`src/rtl/core/gpioei_pkg.sv`:
```
`timescale 1ns / 1ps

package gpioei_pkg;

  localparam int unsigned PIN_COUNT = 32;
  localparam int unsigned WordW     = 32;

  // pins above PIN_COUNT never hold an enable or a status bit
  localparam logic [WordW-1:0] PinMask = {WordW{1'b1}} >> (WordW - PIN_COUNT);

  typedef enum logic [1:0] {
    OpSample = 2'd0,
    OpRead   = 2'd1,
    OpWrite  = 2'd2,
    OpNone   = 2'd3
  } op_e;

  typedef enum logic [3:0] {
    RegSummary = 4'd0,
    RegRise0   = 4'd1,
    RegFall0   = 4'd2,
    RegClear0  = 4'd3,
    RegRiseEn0 = 4'd4,
    RegFallEn0 = 4'd5,
    RegRise2   = 4'd6,
    RegFall2   = 4'd7,
    RegClear2  = 4'd8,
    RegRiseEn2 = 4'd9,
    RegFallEn2 = 4'd10
  } reg_e;

  typedef struct packed {
    logic sample;     // compare with stored levels
    logic prime;      // only store levels
    logic wr_rise_en;
    logic wr_fall_en;
    logic clear;
  } port_ctrl_t;

  typedef struct packed {
    logic [WordW-1:0] rise_status;
    logic [WordW-1:0] fall_status;
    logic [WordW-1:0] rise_enable;
    logic [WordW-1:0] fall_enable;
    logic             pending_next;
  } port_stat_t;

endpackage

```
`src/rtl/core/gpioei_port.sv`:
```
`timescale 1ns / 1ps

module gpioei_port (
  input  logic                            clk_i,
  input  logic                            rst_ni,
  input  gpioei_pkg::port_ctrl_t          ctrl_i,
  input  logic [gpioei_pkg::WordW-1:0]    levels_i,
  input  logic [gpioei_pkg::WordW-1:0]    wdata_i,
  output gpioei_pkg::port_stat_t          stat_o
);
  import gpioei_pkg::*;

  logic [WordW-1:0] last_q, last_d;
  logic [WordW-1:0] rise_en_q, rise_en_d;
  logic [WordW-1:0] fall_en_q, fall_en_d;
  logic [WordW-1:0] rise_st_q, rise_st_d;
  logic [WordW-1:0] fall_st_q, fall_st_d;
  logic [WordW-1:0] lv;
  logic [WordW-1:0] wv;

  assign lv = levels_i & PinMask;
  assign wv = wdata_i & PinMask;

  always_comb begin
    last_d    = last_q;
    rise_en_d = rise_en_q;
    fall_en_d = fall_en_q;
    rise_st_d = rise_st_q;
    fall_st_d = fall_st_q;
    if (ctrl_i.sample) begin
      rise_st_d = rise_st_q | (~last_q & lv & rise_en_q);
      fall_st_d = fall_st_q | (last_q & ~lv & fall_en_q);
    end
    if (ctrl_i.sample || ctrl_i.prime) begin
      last_d = lv;
    end
    if (ctrl_i.clear) begin
      rise_st_d = rise_st_q & ~wv;
      fall_st_d = fall_st_q & ~wv;
    end
    if (ctrl_i.wr_rise_en) begin
      rise_en_d = wv;
    end
    if (ctrl_i.wr_fall_en) begin
      fall_en_d = wv;
    end
  end

  always_ff @(posedge clk_i or negedge rst_ni) begin
    if (!rst_ni) begin
      last_q    <= '0;
      rise_en_q <= '0;
      fall_en_q <= '0;
      rise_st_q <= '0;
      fall_st_q <= '0;
    end else begin
      last_q    <= last_d;
      rise_en_q <= rise_en_d;
      fall_en_q <= fall_en_d;
      rise_st_q <= rise_st_d;
      fall_st_q <= fall_st_d;
    end
  end

  assign stat_o.rise_status  = rise_st_q;
  assign stat_o.fall_status  = fall_st_q;
  assign stat_o.rise_enable  = rise_en_q;
  assign stat_o.fall_enable  = fall_en_q;
  assign stat_o.pending_next = |(rise_st_d | fall_st_d);

  // a rising status bit only appears on a sample through an enabled pin
  assert property (@(posedge clk_i) disable iff (!rst_ni)
    !ctrl_i.sample |=> ((rise_st_q & ~$past(rise_st_q)) == '0))
    else $error("rise status set outside a sample");

  // pins above the configured count stay clear
  assert property (@(posedge clk_i) disable iff (!rst_ni)
    ((rise_st_q | fall_st_q | rise_en_q | fall_en_q) & ~PinMask) == '0)
    else $error("unused pin bit set");

endmodule

```
`src/rtl/core/gpio_edge_interrupt_controller.sv`:
```
`timescale 1ns / 1ps

// a word is held in the input register, then its result in the result register
// one word per cycle while out_ready_i is not held low: input register -> decode/update -> result register
// while a result waits the input register takes one more word, then the input stalls
// reset clears levels, enables, status, the primed flag and both valid flags
// the first sample after reset only stores the pin levels
module gpio_edge_interrupt_controller (
  input  logic                         clk_i,
  input  logic                         rst_ni,
  input  logic                         in_valid_i,
  output logic                         in_ready_o,
  input  logic [1:0]                   operation_i,
  input  logic [3:0]                   register_select_i,
  input  logic [gpioei_pkg::WordW-1:0] write_value_i,
  input  logic [gpioei_pkg::WordW-1:0] port0_levels_i,
  input  logic [gpioei_pkg::WordW-1:0] port2_levels_i,
  output logic                         out_valid_o,
  input  logic                         out_ready_i,
  output logic [gpioei_pkg::WordW-1:0] read_data_o,
  output logic                         interrupt_request_o,
  output logic                         port0_pending_o,
  output logic                         port2_pending_o
);
  import gpioei_pkg::*;

  // input register
  logic             in_valid_q, in_valid_d;
  op_e              op_q;
  logic [3:0]       sel_q;
  logic [WordW-1:0] wv_q;
  logic [WordW-1:0] p0_q;
  logic [WordW-1:0] p2_q;

  // result register
  logic             out_valid_q, out_valid_d;
  logic [WordW-1:0] rdata_q, rdata_d;
  logic             pend0_q, pend2_q;

  logic       primed_q, primed_d;
  logic       move;
  logic       in_fire;
  port_ctrl_t ctrl0, ctrl2;
  port_stat_t stat0, stat2;

  assign move       = in_valid_q && (!out_valid_q || out_ready_i);
  assign in_ready_o = !in_valid_q || move;
  assign in_fire    = in_valid_i && in_ready_o;

  assign in_valid_d  = in_fire || (in_valid_q && !move);
  assign out_valid_d = move || (out_valid_q && !out_ready_i);

  always_comb begin
    ctrl0    = '0;
    ctrl2    = '0;
    primed_d = primed_q;
    if (move) begin
      case (op_q)
        OpSample: begin
          ctrl0.sample = primed_q;
          ctrl2.sample = primed_q;
          ctrl0.prime  = !primed_q;
          ctrl2.prime  = !primed_q;
          primed_d     = 1'b1;
        end
        OpWrite: begin
          case (sel_q)
            RegClear0:  ctrl0.clear      = 1'b1;
            RegRiseEn0: ctrl0.wr_rise_en = 1'b1;
            RegFallEn0: ctrl0.wr_fall_en = 1'b1;
            RegClear2:  ctrl2.clear      = 1'b1;
            RegRiseEn2: ctrl2.wr_rise_en = 1'b1;
            RegFallEn2: ctrl2.wr_fall_en = 1'b1;
            default: ;
          endcase
        end
        default: ;
      endcase
    end
  end

  gpioei_port u_port0 (
    .clk_i   (clk_i),
    .rst_ni  (rst_ni),
    .ctrl_i  (ctrl0),
    .levels_i(p0_q),
    .wdata_i (wv_q),
    .stat_o  (stat0)
  );

  gpioei_port u_port2 (
    .clk_i   (clk_i),
    .rst_ni  (rst_ni),
    .ctrl_i  (ctrl2),
    .levels_i(p2_q),
    .wdata_i (wv_q),
    .stat_o  (stat2)
  );

  // a read leaves the state alone, so current registers give the read value
  always_comb begin
    rdata_d = '0;
    if (op_q == OpRead) begin
      case (sel_q)
        RegSummary: rdata_d = {{(WordW-2){1'b0}}, stat2.pending_next, stat0.pending_next};
        RegRise0:   rdata_d = stat0.rise_status;
        RegFall0:   rdata_d = stat0.fall_status;
        RegRiseEn0: rdata_d = stat0.rise_enable;
        RegFallEn0: rdata_d = stat0.fall_enable;
        RegRise2:   rdata_d = stat2.rise_status;
        RegFall2:   rdata_d = stat2.fall_status;
        RegRiseEn2: rdata_d = stat2.rise_enable;
        RegFallEn2: rdata_d = stat2.fall_enable;
        default:    rdata_d = '0;
      endcase
    end
  end

  always_ff @(posedge clk_i or negedge rst_ni) begin
    if (!rst_ni) begin
      in_valid_q  <= 1'b0;
      out_valid_q <= 1'b0;
      primed_q    <= 1'b0;
    end else begin
      in_valid_q  <= in_valid_d;
      out_valid_q <= out_valid_d;
      primed_q    <= primed_d;
    end
  end

  always_ff @(posedge clk_i) begin
    if (in_fire) begin
      op_q  <= op_e'(operation_i);
      sel_q <= register_select_i;
      wv_q  <= write_value_i;
      p0_q  <= port0_levels_i;
      p2_q  <= port2_levels_i;
    end
    if (move) begin
      rdata_q <= rdata_d;
      pend0_q <= stat0.pending_next;
      pend2_q <= stat2.pending_next;
    end
  end

  assign out_valid_o         = out_valid_q;
  assign read_data_o         = rdata_q;
  assign interrupt_request_o = pend0_q | pend2_q;
  assign port0_pending_o     = pend0_q;
  assign port2_pending_o     = pend2_q;

  // input side only stalls when both registers hold a word
  assert property (@(posedge clk_i) disable iff (!rst_ni)
    !in_ready_o |-> (in_valid_q && out_valid_q && !out_ready_i))
    else $error("input stalled without a full pipeline");

  // only reads produce non-zero read data
  assert property (@(posedge clk_i) disable iff (!rst_ni)
    (move && op_q != OpRead) |=> (read_data_o == '0))
    else $error("read data non-zero outside a read");

  // any sample leaves the level store primed
  assert property (@(posedge clk_i) disable iff (!rst_ni)
    (move && op_q == OpSample) |=> primed_q)
    else $error("sample did not prime level store");

  // summary read matches the pending flags returned with it
  assert property (@(posedge clk_i) disable iff (!rst_ni)
    (move && op_q == OpRead && sel_q == RegSummary) |=>
      (read_data_o[1:0] == {port2_pending_o, port0_pending_o}))
    else $error("summary read disagrees with pending flags");

endmodule
```
`config.mk`:
```
export PLATFORM = sky130hd
export DESIGN_NAME = gpio_edge_interrupt_controller
export DESIGN_NICKNAME = d
export VERILOG_FILES = /design/src/rtl/core/gpioei_pkg.sv /design/src/rtl/core/gpioei_port.sv /design/src/rtl/core/gpio_edge_interrupt_controller.sv
export SDC_FILE = /design/constraint.sdc
export NUM_CORES = 1
export LEC_CHECK = 0
export BUFFER_PORTS_ARGS = -buffer_cell sky130_fd_sc_hd__clkbuf_2
export CAP_MARGIN = 0
export CORE_ASPECT_RATIO = 0.75
export CORE_MARGIN = 8
export CORE_UTILIZATION = 28
export DETAILED_ROUTE_END_ITERATION = 10
export SETUP_SLACK_MARGIN = 0.15
export SLEW_MARGIN = 15
export SYNTH_ARGS = -nofsm -noshare
export SYNTH_HDL_FRONTEND = slang
export SYNTH_SLANG_ARGS = --single-unit
```
`constraint.sdc`:
```
create_clock -name clk_i -period 5.8 [get_ports clk_i]
set_input_delay 0.29 -clock clk_i [delete_from_list [all_inputs] [get_ports clk_i]]
set_output_delay 0.29 -clock clk_i [all_outputs]
set_load 0.01 [all_outputs]
```
==> results of run 1 <==
[registers in the layout, indices dropped and copies added (netlist names), 2 cells and up]
| name | flops |
|---|---|
| u_port2.fall_st_q | 32 |
| u_port0.rise_en_q | 32 |
| u_port2.rise_st_q | 32 |
| u_port0.fall_st_q | 32 |
| op_q | 2 |
| sel_q | 4 |
| u_port0.rise_st_q | 32 |
| u_port2.fall_en_q | 32 |
| u_port0.fall_en_q | 32 |
| u_port2.last_q | 32 |
| read_data_o | 32 |
| u_port0.last_q | 32 |
| p2_q | 32 |
| wv_q | 32 |
| p0_q | 32 |
| u_port2.rise_en_q | 32 |
[power by group]
| part | internal (W) | total [W] | switching [W] |
|---|---|---|---|
| sequential | 0.00380 | 0.00413 | 0.000336 |
| combinational | 0.000503 | 0.00100 | 0.000498 |
| clock | 0.00192 | 0.00322 | 0.00129 |
| total | 0.00623 | 0.00835 | 0.00213 |
[stage by stage]
| step | total power [W] | cells | util | hold WS [ns] | cell area [sq um] |
|---|---|---|---|---|---|
| finish | 0.00835 | 2460 | 0.350 | 0.389 | 23200 |
| global placement | 0.00508 | 2261 | 0.309 | 0.422 | 20500 |
| floorplan | 0.00468 | 1281 | - | -0.00559 | 18700 |
| CTS | 0.00842 | 2459 | 0.350 | 0.374 | 23200 |
| detailed placement | 0.00512 | 2261 | 0.309 | 0.425 | 20500 |
| global route | 0.00869 | 2459 | 0.350 | 0.414 | 23200 |
[synth_stat cells (all sizes together)]
master,instances,area share
and3,2,0.00067
o2bb2ai,128,0.060
a22o,2,0.00094
nand4,8,0.0027
clkbuf,43,0.0086
nor4,36,0.014
inv,3,0.00060
nor2,6,0.0012
nor3,5,0.0013
o2111ai,1,0.00047
and2,1,0.00034
and2b,1,0.00040
o22ai,2,0.00067
a22oi,124,0.050
a221oi,2,0.00094
edfxtp,136,0.22
o21ai,1,0.00027
or4b,2,0.0013
nor2b,1,0.00034
dfrtp,323,0.43
or2,3,0.0010
mux2,192,0.12
buf,23,0.0055
a41oi,30,0.014
nand3b,128,0.051
nand2,71,0.014
nand4bb,1,0.00060
nand2b,6,0.0020
[worst max-delay path, stage by stage, from the launching register on]
cell       delay [ns]
edfxtp_1         0.52
nand4bb_1        0.31
nor4_4           0.16
buf_4            0.53
nand2_1          0.15
o2bb2ai_1        0.17
nor4_1           0.84
nand4_1          0.37
nor4_1           0.50
o22ai_1          0.16
[per-layer routing]
layer,vias up,track usage
met5,-,0
met4,0,0.0482
met3,84,0.0286
met2,649,0.223
met1,6556,0.219
li1,5595,-
[logic make-up after synthesis]
logic type | share of synthesized area
muxes | 0.116
AOI/OAI and AO/OA | 0.127
buffers and inverters | 0.0147
and+or+nand+nor | 0.0911
DFF | 0.651
[final timing paths]
check	from	endpoint	slack, ns	depth (start not counted)
setup / recovery	sel_q[2]	read_data_o[0]	1.79	9
hold reg to reg	u_port0.fall_st_q[2]	u_port0.fall_st_q[2]	0.51	1
setup reg to reg	sel_q[2]	read_data_o[0]	1.79	9
hold / removal	rst_ni	u_port2.last_q[28]	0.39	2
max in group asynchronous	rst_ni	u_port0.last_q[21]	4.00	3
min in group clk_i	out_ready_i	in_valid_q	0.41	4
[layout make-up]
class	instances	area (sq um)	share of cell area
Antenna cell	1	2.50	0.000108
Sequential cell	459	12200	0.524
Tap cell	882	1100	0.0475
Inverter	3	11.3	0.000485
Clock buffer	85	1640	0.0707
Clock inverter	9	50.0	0.00215
Multi-Input combinational cell	753	6300	0.271
Timing Repair Buffer	268	1950	0.0840
[timing repair]
action / CTS / global route
hold endpoints to repair: 209 / 0
hold buffers: 104 / 0
setup buffers: 0 / 0
==> run_results.csv, run 1 <==
group,metric,value,unit
routing,met1_length,26300,um
routing,wl_per_cell,23.4,um
die,start_util,0.281,
pwr,leakage,9.02,nW
timing,max_slew.worst_pin.slew,1.16,ns
timing,period_share,0.692,
critical_path,cp.required,6.10,ns
layout,nFillCells,6372,
timing,slew_headroom,0.228,
die,die_h,240,um
synthesis,yosys.cell_types.count,35,
pwr,powerDensity,359,nW/um^2
global_routing,grt_pass1_wl,86800,um
routing,drt_iter0_markers,1356,
synthesis,synth_area,18700,sq um
timing,report.final.setup_viol,0,
synthesis,ys_warn_count,0,
layout,mostFrequentLayoutCell,"dfrtp_1",
clock_network,cts_resized,0,
clock_network,root_buffer,"clkbuf_16",
synthesis,seq_area_frac_synth,0.651,
layout,nNetsFinal,1642,
die,io_pins,143,
clock_network,cts_tree,"yes",
clock_network,clk_path_buf_depth,3,
timing,finalSetupTns,0,ns
clock_network,clk_latency,0.58,ns
die,num_rows,82,
routing,met2_length,25300,um
layout,final_cell_mix,"323 x dfrtp_1, 192 x mux2_2, 141 x clkbuf_2",
layout,drive_gt1_frac,0.288,
routing,vias_per_cell,5.24,
worst_hold_path,min_path_type,"input port to asynchronous set/reset pin",
global_routing,grtUsageTotal,0.150,
routing,top_layer,"met4",
global_routing,grt_max_degree,154,
clock_network,htreeDepth,2,
critical_path,crit_arrival,4.31,ns
timing,skew,0.00861,ns
critical_path,path_class,"register to register",
placement,gp_congestion,0.864,
placement,pre_cts_ws,1.99,ns
layout,area_growth,24.4,%
synthesis,syn_nets,1387,
timing,rsz0062_at_grt,"false",
timing,fmax,249,MHz
job,maxCapViolCount,0,
synthesis,synth_area_per_cell,14.6,sq um
die,die_w,314,um
clock_network,clock_sinks,459,
timing,maxSlewViolCount,0,
routing,dr_total_vias,12900,
routing,drc,0,
timing,layout_min_cycle_time,4.01,ns
pwr,ir_drop,0.000224,V
global_routing,first_global_vias,13600,
timing,fin_ws,1.79,ns
global_routing,antenna_found_initial,2,
global_routing,grt_overflow,0,
critical_path,worstSetupStartpointType,"register",
critical_path,cp_max_fo,32,
die,core,66400,sq um
synthesis,synth_cells,1281,
routing,detail-route-antenna-nets,0,
synthesis,ys_ff_latch,459,
clock_network,path_clk_slew,0.06,ns
routing,dr.pass1.iters,5,
routing,wl_met3,4690,um
outcome,status,"finished, final reports clean",
placement,portBuffers,142,
timing,hold_viol,0,
routing,drt-total-wl,57500,um
clock_network,numCtsBuffers,51,
placement,post-dp-hpwl,35800,um
critical_path,end_kind,"register",
die,dieArea,75300,sq um
(Power assumes the default switching activity.)
==> inputs of run 2 (changes only) <==
- clock period: 5.8 -> 3.4 ns (I/O delays scaled with it)
==> run_results.csv, run 2 (same netlist as run 1, synthesis figures left out) <==
group,metric,value,unit
layout,nNetsFinal,1675,
routing,dr.pass1.iters,5,
critical_path,critPathLaunch,"sel_q[1]",
clock_network,path_clk_slew,0.06,ns
critical_path,cp_slowest_cell,"or4b_4",
critical_path,path_class,"register to register",
die,core,66400,sq um
timing,rsz0062_at_grt,"false",
routing,drt-total-wl,57100,um
global_routing,antenna_found_initial,3,
global_routing,grt_max_degree,112,
critical_path,r2r_cells,9,
placement,portBuffers,142,
clock_network,clock_sinks,459,
routing,detail-route-antenna-nets,0,
critical_path,cp_max_fo,32,
layout,area_growth,27.3,%
clock_network,root_buffer,"clkbuf_16",
die,io_pins,143,
pwr,total_power,0.0146,W
layout,drive_gt1_frac,0.314,
job,maxCapViolCount,0,
global_routing,grt_overflow,0,
die,dieArea,75300,sq um
critical_path,worst_path_most_repeated_cell,"nor4_2",
pwr,ir_drop,0.000368,V
critical_path,path_cells,"or4b_4 > nor4_4 > buf_12 > nand2_1 > o2bb2ai_1 > nor4_2 > nand4_1 > nor4_2 > o22ai_1",
routing,dr_total_vias,13100,
timing,period_share,0.922,
layout,final_cell_mix,"323 x dfrtp_1, 192 x mux2_2, 141 x clkbuf_2",
timing,fmax,319,MHz
timing,hold_viol,0,
clock_network,clk_latency,0.59,ns
routing,wl_per_cell,22.9,um
timing,report.final.setup_viol,0,
worst_hold_path,min_path_type,"input port to register",
routing,drt_iter0_markers,1366,
critical_path,reg2reg_slack,0.27,ns
timing,maxSlewViolCount,0,
pwr,leakage,9.30,nW
critical_path,cp-endpoint,"read_data_o[1]",
die,die_w,314,um
timing,max_slew.worst_pin.slew,0.908,ns
clock_network,numCtsBuffers,49,
clock_network,clk_path_buf_depth,3,
critical_path,crit_arrival,3.45,ns
clock_network,htreeDepth,2,
timing,slew_headroom,0.394,
critical_path,r2r-end,"read_data_o[1]",
clock_network,cts_tree,"yes",
timing,finalSetupTns,0,ns
timing,skew,0.0230,ns
die,num_rows,82,
die,die_h,240,um
global_routing,grt_pass1_wl,86400,um
timing,layout_min_cycle_time,3.13,ns
pwr,powerDensity,616,nW/um^2
outcome,status,"finished, final reports clean",
critical_path,end_kind,"register",
routing,vias_per_cell,5.25,
global_routing,grtUsageTotal,0.149,
die,start_util,0.281,
global_routing,first_global_vias,13500,
critical_path,slowest_delay,0.57,ns
critical_path,worstSetupStartpointType,"register",
layout,mostFrequentLayoutCell,"dfrtp_1",
placement,post-dp-hpwl,37000,um
critical_path,cp.required,3.72,ns
critical_path,rr_startpoint,"sel_q[1]",
placement,gp_congestion,0.848,
routing,drc,0,
run 2: changes by cell type in the layout (fill, tap and decap cells not counted), sizes merged:
| cell | change |
|---|---|
| buf | +34 |
| bufinv | +6 |
| clkbuf | -17 |
| clkinv | +9 |
| inv | +1 |
run 2: stage by stage:
stage / utilization / instances / instance area, sq um / hold WS, ns / worst slack (ns)
4_1_cts: 0.356 / 2487 / 23700 / 0.250 / 0.170
2_1_floorplan: - / 1281 / 18700 / -0.126 / 0.746
3_3_place_gp: 0.314 / 2291 / 20800 / 0.329 / 0.127
3_5_place_dp: 0.314 / 2291 / 20800 / 0.326 / 0.110
6_report: 0.358 / 2493 / 23800 / 0.274 / 0.266
5_1_grt: 0.358 / 2492 / 23800 / 0.274 / 0.130
run 2: timing repair:
action | CTS | global route
setup endpoints to repair | 2 | 3
cloned | 0 | 1
hold buffers | 104 | 0
endpoints found under the hold margin | 209 | 0
pin swaps | 0 | 3
setup buffers | 0 | 4
gates resized for setup | 3 | 9
run 2: report_power, final:
group          total (W)  internal [W]  switching, W
sequential       0.00706       0.00648      0.000584
combinational    0.00179      0.000936      0.000855
clock            0.00579       0.00354       0.00225
total             0.0146        0.0110       0.00368
run 2: layout make-up:
class                           instances  area, sq um
Clock buffer                           67         1500
Multi-Input combinational cell        753         6380
Antenna cell                            1         2.50
Tap cell                              882         1100
Sequential cell                       459        12200
Fill cell                            6299        42600
Inverter                                3         11.3
Clock inverter                         25          278
Timing Repair Buffer                  303         2340
run 2: how the worst min path moves through the flow:
stage                           from               endpoint  slack, ns  depth (start not counted)
finish                   out_ready_i            out_valid_o       0.27                          4
global placement              rst_ni     u_port0.last_q[27]       0.33                          1
CTS                      out_ready_i            out_valid_o       0.25                          4
global route        write_value_i[6]                wv_q[6]       0.27                          2
floorplan                     rst_ni             in_valid_q      -0.13                          0
detailed placement            rst_ni  u_port0.fall_st_q[26]       0.33                          1
run 2: worst max-delay path: cells and delay by family (launching register included):
kind                   cells  cell delay [ns]
AOI/OAI and AO/OA          2             0.26
buffers and inverters      1             0.28
DFF                        1             0.40
and+or+nand+nor            6             1.89
run 2: layer usage:
metal	up-vias	track usage	wire length [um]
met4	0	0.0386	1070
met5	-	0	0
met3	83	0.0311	4230
li1	5663	-	-
met1	6801	0.221	27000
met2	531	0.217	24900
==> inputs of run 3 (changes only) <==
- CELL_PAD_IN_SITES_DETAIL_PLACEMENT: not set -> 1
- CELL_PAD_IN_SITES_GLOBAL_PLACEMENT: not set -> 1
- PLACE_DENSITY_LB_ADDON: not set -> 0.1
==> run_results.csv, run 3 (same netlist as run 1, synthesis figures left out) <==
group,metric,value,unit
outcome,status,"finished, final reports clean",
job,maxCapViolCount,0,
clock_network,clk_latency,0.60,ns
critical_path,cp.required,3.73,ns
clock_network,clk_path_buf_depth,3,
routing,met1_length,33300,um
routing,wl_per_cell,26.1,um
die,die_w,314,um
layout,diodes,0,
global_routing,grt_max_degree,103,
layout,drive_gt1_frac,0.325,
routing,drc,0,
critical_path,end_kind,"register",
clock_network,htreeDepth,2,
routing,drt-total-wl,65400,um
placement,place_inst,2302,
critical_path,path_class,"register to register",
critical_path,crit_buf_inv,4,
timing,period_share,0.958,
die,num_rows,82,
timing,slew_headroom,0.328,
die,start_util,0.281,
layout,instances_no_fill,2510,
placement,post-dp-hpwl,41300,um
timing,maxSlewViolCount,0,
layout,area_growth,28.4,%
worst_hold_path,min_path_type,"input port to asynchronous set/reset pin",
die,io_pins,143,
routing,dr_total_vias,13000,
global_routing,grt_pass1_wl,96600,um
pwr,leakage,9.35,nW
layout,final_cell_mix,"323 x dfrtp_1, 192 x mux2_2, 141 x clkbuf_2",
timing,rsz0062_at_grt,"true",
routing,detail-route-antenna-nets,0,
routing,top_layer,"met5",
global_routing,antenna_found_initial,1,
global_routing,first_global_vias,14200,
critical_path,reg2reg_slack,0.14,ns
timing,skew,0.0145,ns
timing,hold_viol,0,
clock_network,root_buffer,"clkbuf_16",
critical_path,worstSetupStartpointType,"register",
die,die_h,240,um
critical_path,crit_arrival,3.59,ns
die,dieArea,75300,sq um
timing,finalSetupTns,0,ns
die,core,66400,sq um
clock_network,cts_tree,"yes",
layout,nFillCells,6857,
routing,wl_met3,3200,um
layout,nNetsFinal,1693,
timing,whs,0.138,ns
critical_path,cp_top_family,"simple AND/OR/NAND/NOR gates",
critical_path,slowest_delay,0.47,ns
pwr,ir_drop,0.000386,V
timing,layout_min_cycle_time,3.26,ns
clock_network,clock_sinks,459,
clock_network,path_clk_slew,0.07,ns
pwr,powerDensity,602,nW/um^2
routing,dr.pass1.iters,5,
layout,mostFrequentLayoutCell,"dfrtp_1",
placement,portBuffers,142,
timing,report.final.setup_viol,0,
critical_path,cp_slowest_cell,"nor4_4",
critical_path,path_cells,"buf_6 > nand4bb_4 > nor4_4 > buf_4 > buf_12 > nand2_4 > o2bb2ai_4 > nor4_4 > nand4_1 > nor4_1 > buf_4 > o22ai_1",
critical_path,cp_max_fo,7,
routing,vias_per_cell,5.16,
timing,fmax,307,MHz
clock_network,numCtsBuffers,50,
global_routing,grt_overflow,0,
timing,max_slew.worst_pin.slew,1.00,ns
routing,drt_iter0_markers,697,
global_routing,grtUsageTotal,0.170,
routing,met2_length,27700,um
placement,gp_congestion,0.760,
-- run 3: metal layers --
metal | GRT usage | vias to the layer above
met4 | 0.0414 | 2
met5 | 0 | -
met2 | 0.245 | 283
met1 | 0.260 | 6906
li1 | - | 5684
met3 | 0.0314 | 86
-- run 3: per-stage QoR --
stage / setup slack (ns) / util / instance area [sq um] / power, W
finish: 0.142 / 0.361 / 24000 / 0.0144
global route: -0.00270 / 0.361 / 24000 / 0.0151
CTS: 0.0998 / 0.356 / 23700 / 0.0146
detailed placement: -0.461 / 0.316 / 21000 / 0.00900
global placement: -0.324 / 0.316 / 21000 / 0.00896
floorplan: 0.746 / - / 18700 / 0.00798
-- run 3: timing repair --
item | 4_1_cts | 5_1_grt
hold buffers | 104 | 0
resized for setup | 3 | 35
pin swaps | 2 | 10
cloned | 0 | 2
setup buffers | 3 | 6
endpoints found under the setup margin | 4 | 3
hold endpoints to repair | 175 | 0
-- run 3: power breakdown --
part | switching (W) | internal (W) | total, W
sequential | 0.000597 | 0.00648 | 0.00708
combinational | 0.000972 | 0.00105 | 0.00202
clock | 0.00236 | 0.00299 | 0.00534
-- run 3: path summary, 6_finish.rpt --
check / startpoint / to / depth (start not counted)
max: sel_q[2] / read_data_o[0] / 12
min reg2reg: u_port2.rise_st_q[26] / u_port2.rise_st_q[26] / 1
min in group clk_i: out_ready_i / in_valid_q / 4
min: rst_ni / u_port0.fall_en_q[28] / 2
max in group asynchronous: rst_ni / u_port2.rise_st_q[28] / 3
max reg2reg: sel_q[2] / read_data_o[0] / 12
-- run 3: cell type report --
class                           instances  area, sq um  area share
Clock buffer                           66         1370      0.0572
Clock inverter                         27          183     0.00762
Timing Repair Buffer                  320         2580       0.108
Tap cell                              882         1100      0.0460
Multi-Input combinational cell        753         6570       0.274
Sequential cell                       459        12200       0.507
Inverter                                3         11.3    0.000469
